$ cat src/rtl/tsg_pkg.sv
// ----------------------------------------------------------------------------
// Tetrahedron shape gradients: shared package
// Payload types, datapath widths and the lane result type.
// ----------------------------------------------------------------------------
package tsg_pkg;

   localparam int COORD_BITS    = 16;
   localparam int GRAD_BITS     = 32;
   localparam int SIXV_BITS     = 51;
   localparam int DEF_FRAC_BITS = 24;

   // datapath widths
   localparam int DIFF_W = COORD_BITS + 1;
   localparam int PROD_W = 2 * DIFF_W;
   localparam int COF_W  = 2 * DIFF_W + 1;
   localparam int TERM_W = 3 * DIFF_W + 1;
   localparam int DET_W  = 3 * DIFF_W + 3;
   localparam int VOL_W  = 3 * DIFF_W + 2;
   localparam int QUOT_W = GRAD_BITS + 1;

   localparam logic [1:0] LAST_NODE = 2'd3;

   typedef struct packed {
      logic signed [COORD_BITS-1:0] node0_x;
      logic signed [COORD_BITS-1:0] node0_y;
      logic signed [COORD_BITS-1:0] node0_z;
      logic signed [COORD_BITS-1:0] node1_x;
      logic signed [COORD_BITS-1:0] node1_y;
      logic signed [COORD_BITS-1:0] node1_z;
      logic signed [COORD_BITS-1:0] node2_x;
      logic signed [COORD_BITS-1:0] node2_y;
      logic signed [COORD_BITS-1:0] node2_z;
      logic signed [COORD_BITS-1:0] node3_x;
      logic signed [COORD_BITS-1:0] node3_y;
      logic signed [COORD_BITS-1:0] node3_z;
   } tsg_req_type;

   typedef struct packed {
      logic [1:0]                  node_index;
      logic signed [GRAD_BITS-1:0] grad_x;
      logic signed [GRAD_BITS-1:0] grad_y;
      logic signed [GRAD_BITS-1:0] grad_z;
      logic [SIXV_BITS-1:0]        six_volume;
      logic                        degenerate;
      logic                        saturated;
      logic                        last;
   } tsg_rsp_type;

   // what one divider lane hands to the merge stage
   typedef struct packed {
      logic [QUOT_W-1:0] q2;
      logic              sticky;
      logic              neg;
   } tsg_quot_type;

   typedef struct packed {
      logic       valid;
      logic [1:0] idx;
   } tsg_ctl_type;

endpackage

$ cat src/rtl/tsg_merge.sv
// ----------------------------------------------------------------------------
// Tetrahedron shape gradients: merge stage
// Round, clip and sign the three lane quotients and build one result.
// ----------------------------------------------------------------------------
module tsg_merge (
   input  tsg_pkg::tsg_quot_type     quot [3],
   input  logic [tsg_pkg::VOL_W-1:0] vol,
   input  logic [1:0]                idx,
   output tsg_pkg::tsg_rsp_type      rsp
);
   import tsg_pkg::*;

   localparam logic [QUOT_W-1:0] POS_LIM = {2'b00, {(GRAD_BITS-1){1'b1}}};
   localparam logic [QUOT_W-1:0] NEG_LIM = {2'b01, {(GRAD_BITS-1){1'b0}}};

   logic [QUOT_W-1:0]    rnd  [3];
   logic [QUOT_W-1:0]    lim  [3];
   logic [QUOT_W-1:0]    mag  [3];
   logic                 over [3];
   logic [GRAD_BITS-1:0] grad [3];
   logic                 degen;

   always_comb begin
      degen = (vol == '0);
      for (int k = 0; k < 3; k++) begin
         // last quotient bit is the rounding bit: ties go away from zero
         rnd[k]  = {1'b0, quot[k].q2[QUOT_W-1:1]} + QUOT_W'(quot[k].q2[0]);
         lim[k]  = quot[k].neg ? NEG_LIM : POS_LIM;
         over[k] = quot[k].sticky || (rnd[k] > lim[k]);
         mag[k]  = over[k] ? lim[k] : rnd[k];
         grad[k] = quot[k].neg ? GRAD_BITS'(~mag[k][GRAD_BITS-1:0] + GRAD_BITS'(1))
                               : mag[k][GRAD_BITS-1:0];
      end

      rsp.node_index = idx;
      rsp.grad_x     = degen ? '0 : grad[0];
      rsp.grad_y     = degen ? '0 : grad[1];
      rsp.grad_z     = degen ? '0 : grad[2];
      rsp.six_volume = (|vol[VOL_W-1:SIXV_BITS]) ? '1 : vol[SIXV_BITS-1:0];
      rsp.degenerate = degen;
      rsp.saturated  = !degen && (over[0] || over[1] || over[2]);
      rsp.last       = (idx == LAST_NODE);
   end

endmodule

$ cat config.mk
export PLATFORM = sky130hd
export DESIGN_NAME = tsg_merge
export DESIGN_NICKNAME = d
export VERILOG_FILES = /design/src/rtl/tsg_pkg.sv /design/src/rtl/tsg_merge.sv
export SDC_FILE = /design/constraint.sdc
export NUM_CORES = 1
export LEC_CHECK = 0
export ABC_AREA = 1
export BUFFER_PORTS_ARGS = -buffer_cell sky130_fd_sc_hd__clkbuf_2
export CORE_ASPECT_RATIO = 1.5
export CORE_MARGIN = 2
export CORE_UTILIZATION = 49
export DETAILED_ROUTE_END_ITERATION = 8
export PLACE_DENSITY = 0.8
export REMOVE_ABC_BUFFERS = 1
export SYNTH_ARGS = -nofsm -noshare
export SYNTH_HDL_FRONTEND = slang
export SYNTH_SLANG_ARGS = --single-unit
$ cat constraint.sdc
create_clock -name vclk -period 5.7
set_input_delay 0.855 -clock vclk [all_inputs]
set_output_delay 0.855 -clock vclk [all_outputs]
set_load 0.05 [all_outputs]
==> reports/metrics.yaml, run 1 <==
run_status:
  haltStage: "global routing"
  status: "aborted with a tool error"
  stop_error: "[ERROR DPL-0038] Utilization greater than 100%, impossible to legalize"
floorplanning:
  start_util_pct: 49.5
  rows: 63
  fp.dieW_um: 119
  fp.dieH_um: 176
  ioPinCount: 312
place:
  place_inst: 2799
  gp_congestion: 1.03
  dp_hpwl_um: 37200
  dpl-instance-area_um2: 15600
  portBuffers: 312
synth:
  yosysUniqueCellTypes: 52
  avgSynthCellArea_um2: 5.21
  syn_inst: 1865
  ys_warn_count: 0
  syn_area_um2: 9710
  seq_area_frac_synth_pct: 0
timing:
  grt_worst_setup_endpoint: "rsp[80]"
  worst_path_end_type: "top-level output"
global_route:
  grt_max_degree: 87
-- timing repair --
| item | 4_1_cts |
|---|---|
| gates resized for setup | 322 |
| pin swaps | 133 |
| hold buffers | 0 |
| setup buffers | 44 |
| cloned | 3 |
| endpoints found under the setup margin | 88 |
-- stage by stage --
step / setup TNS, ns / worst slack (ns)
after CTS: -7.22 / -0.283
after detailed placement: -34.62 / -0.755
after global placement: -21.89 / -0.518
after floorplan: -43.57 / -0.931
-- kinds of logic after synthesis --
kind of cell,synth area share [%]
fa+ha+maj,13.5
simple gates,54.2
buf+inv,13.2
compound gates,12.2
xor+xnor,6.86
-- cells in the mapped netlist (all sizes together), types with 27 or more instances --
master	number	area (um2)
a21oi	81	409
buf	35	258
clkbuf	27	101
ha	105	1310
inv	244	916
nand2	533	2110
nand3	225	1240
nand4	45	288
nor2	292	1180
nor3	35	201
o21ai	77	408
xor2	50	438
==> run 2: changes to the inputs <==
CORE_ASPECT_RATIO = unset   (was 1.5)
CORE_UTILIZATION = 40   (was 49)
PLACE_DENSITY = unset   (was 0.8)
PLACE_DENSITY_LB_ADDON = 0.15   (was unset)
clock period = 7.4 ns   (was 5.7 ns; I/O delays follow)
==> run 2 against run 1 <==
The run now ends clean. Area after synthesis did not move. Synthesized cell count did not move.
==> reports/metrics.yaml, run 2 <==
run_status:
  status: "finished, final reports clean"
routing:
  vias: 12700
  first_pass_iters: 7
  drtAntennaViolNets: 0
  wl_um: 33600
  drc_errors: 0
  drt_iter0_drc: 792
  avgViaCountPerCell: 5.16
  post_drt_wl_per_cell_um: 13.6
place:
  gp_congestion: 0.926
  portBuffers: 312
  dp_hpwl_um: 28500
global_route:
  antenna_found_initial: 0
  grt_max_degree: 88
  use_met3_pct: 1.14
  track_usage_pct: 24.5
  first_global_vias: 11100
  grt_busiest_layer: "met2"
  grt-ovfl-total: 0
  grt_pass1_wl_um: 53400
  met2_usage_pct: 44.0
  grt.met1_usage_pct: 32.5
finish:
  area_growth_pct: 21.1
  seqCellArea_um2: 0
  drive_gt1_share_pct: 20.6
  seq_cells: 0
  fillCellCount: 2682
  antennaDiodeCount: 0
  clkbuf_count: 0
  multi_input_area_um2: 8500
  finalNetCount: 2411
  layout_commonest_cell: "nand2_1"
  final_cell_mix: "505 x nand2_1, 296 x clkbuf_2, 260 x nor2_1"
synth:
  synth_compound_area_share_pct: 12.2
  yosysUniqueCellTypes: 52
  synth_common_cells: "508 x nand2_1, 269 x nor2_1, 240 x inv_1, 206 x nand3_1, 105 x ha_1"
  yosys-mux-area-fraction_pct: 0
  synth_top_family_by_area: "simple AND/OR/NAND/NOR gates"
  yosys.area.top_type: "nand2_1"
  syn_inst: 1865
  yosysTopAreaCellShare_pct: 19.6
  yosysMostFrequentCell: "nand2_1"
  synthXorXnorAreaFrac_pct: 6.86
  synthSimpleGateAreaFrac_pct: 54.2
  syn_area_um2: 9710
  ys_warn_count: 0
  synth_fa_ha_area_share_pct: 13.5
  yosys-top-cells-area: "nand2_1 20%, ha_1 14%, nand3_1 11%, nor2_1 10%, inv_1 9.3%"
  avgSynthCellArea_um2: 5.21
  seq_area_frac_synth_pct: 0
power_and_ir_drop:
  power.density_nw_per_um2: 89.5
  total_power_uw: 1050
  power.leakage_uw: 0.00680
  ir_drop_mv: 0.0631
floorplanning:
  fp.dieH_um: 160
  start_util_pct: 40.3
  rows: 57
  core_area_um2: 24100
  fp.dieW_um: 160
  die-area_um2: 25500
  ioPinCount: 312
min_path:
  hold_path_class: "in2out"
  hp-start: "idx[0]"
  hold_end: "rsp[150]"
  whs_path_depth: 2
timing:
  worstMarginPinSlew_ns: 1.03
  slew_violations: 0
  relSlewSlack_pct: 31.5
  hold_violations: 0
  setup_viol: 0
  fmax_mhz: 144
  fin_tns_setup_ns: 0
  finalCriticalPeriod_ns: 6.93
  rsz0062_at_grt: "true"
  period_share_pct: 93.7
worst_setup_path:
  critical_path.max_stage_delay_ns: 0.48
  cp-end-kind: "output pin"
  start_kind: "primary input"
  crit_arrival_ns: 5.82
  cp.required_ns: 6.29
  slowest_stage: "nor4_1"
  crit_fanout: 6
  crit_type: "in2out"
flow_run:
  cap_violations: 0
clock_network:
  cts_setup_buffers: 0
  cts_resized: 0
  postCtsHoldBufs: 0
==> run 2: cell counts after synthesis <==
No cell type changed its count.
==> run 2: final cells by class <==
class / instances / share of cell area [%]
well taps: 324 / 3.45
inverters: 246 / 7.85
multi-input cells: 1557 / 72.3
repair buffers: 341 / 16.4
==> run 2: how the worst max path moves through the flow <==
stage	start	to	slack [ns]	depth (start not counted)
after floorplan	quot[37]	rsp[98]	0.26	28
after global placement	quot[2]	rsp[82]	0.34	33
after detailed placement	quot[2]	rsp[82]	0.26	33
after CTS	quot[2]	rsp[82]	0.23	33
after global routing	quot[2]	rsp[80]	-0.006	33
final	quot[2]	rsp[70]	0.47	27
==> run 2: logic make-up (layout without fill, tap and decap cells) <==
group / count (synthesis) / count (layout)
xor+xnor: 76 / 76
buf+inv: 308 / 587
simple gates: 1166 / 1166
fa+ha+maj: 105 / 105
compound gates: 210 / 210
==> run 2: per-stage QoR <==
stage	setup WS, ns	std cells	area (um2)	util [%]	hold WS (ns)
2_1_floorplan	0.259	1803	9350	-	2.22
3_3_place_gp	0.344	2468	11700	48.4	2.53
3_5_place_dp	0.261	2468	11700	48.4	2.53
4_1_cts	0.227	2468	11700	48.4	2.53
5_1_grt	-0.00572	2468	11800	48.8	2.54
6_report	0.469	2468	11800	48.8	2.53
==> run 2: routing by layer <==
layer / part of all wire, % / wire length (um) / vias up
met1: 45 / 15200 / 5625
met4: 2.5 / 827 / 0
met2: 47 / 15800 / 401
met5: 0 / 0 / -
met3: 5.1 / 1710 / 47
li1: - / - / 6671
==> run 2: worst max-delay path: cells and delay by family <==
| kind | cells | cell delay [ns] |
|---|---|---|
| buf+inv | 4 | 0.59 |
| compound gates | 2 | 0.27 |
| fa+ha+maj | 4 | 0.94 |
| simple gates | 16 | 2.75 |
| xor+xnor | 1 | 0.13 |
==> run 2: report_power, final <==
part / leakage (uW) / internal, uW / switching (uW)
sequential: 0 / 0 / 0
combinational: 0.00680 / 300 / 752
clock: 0 / 0 / 0
Power figures use the tool's default switching activity.
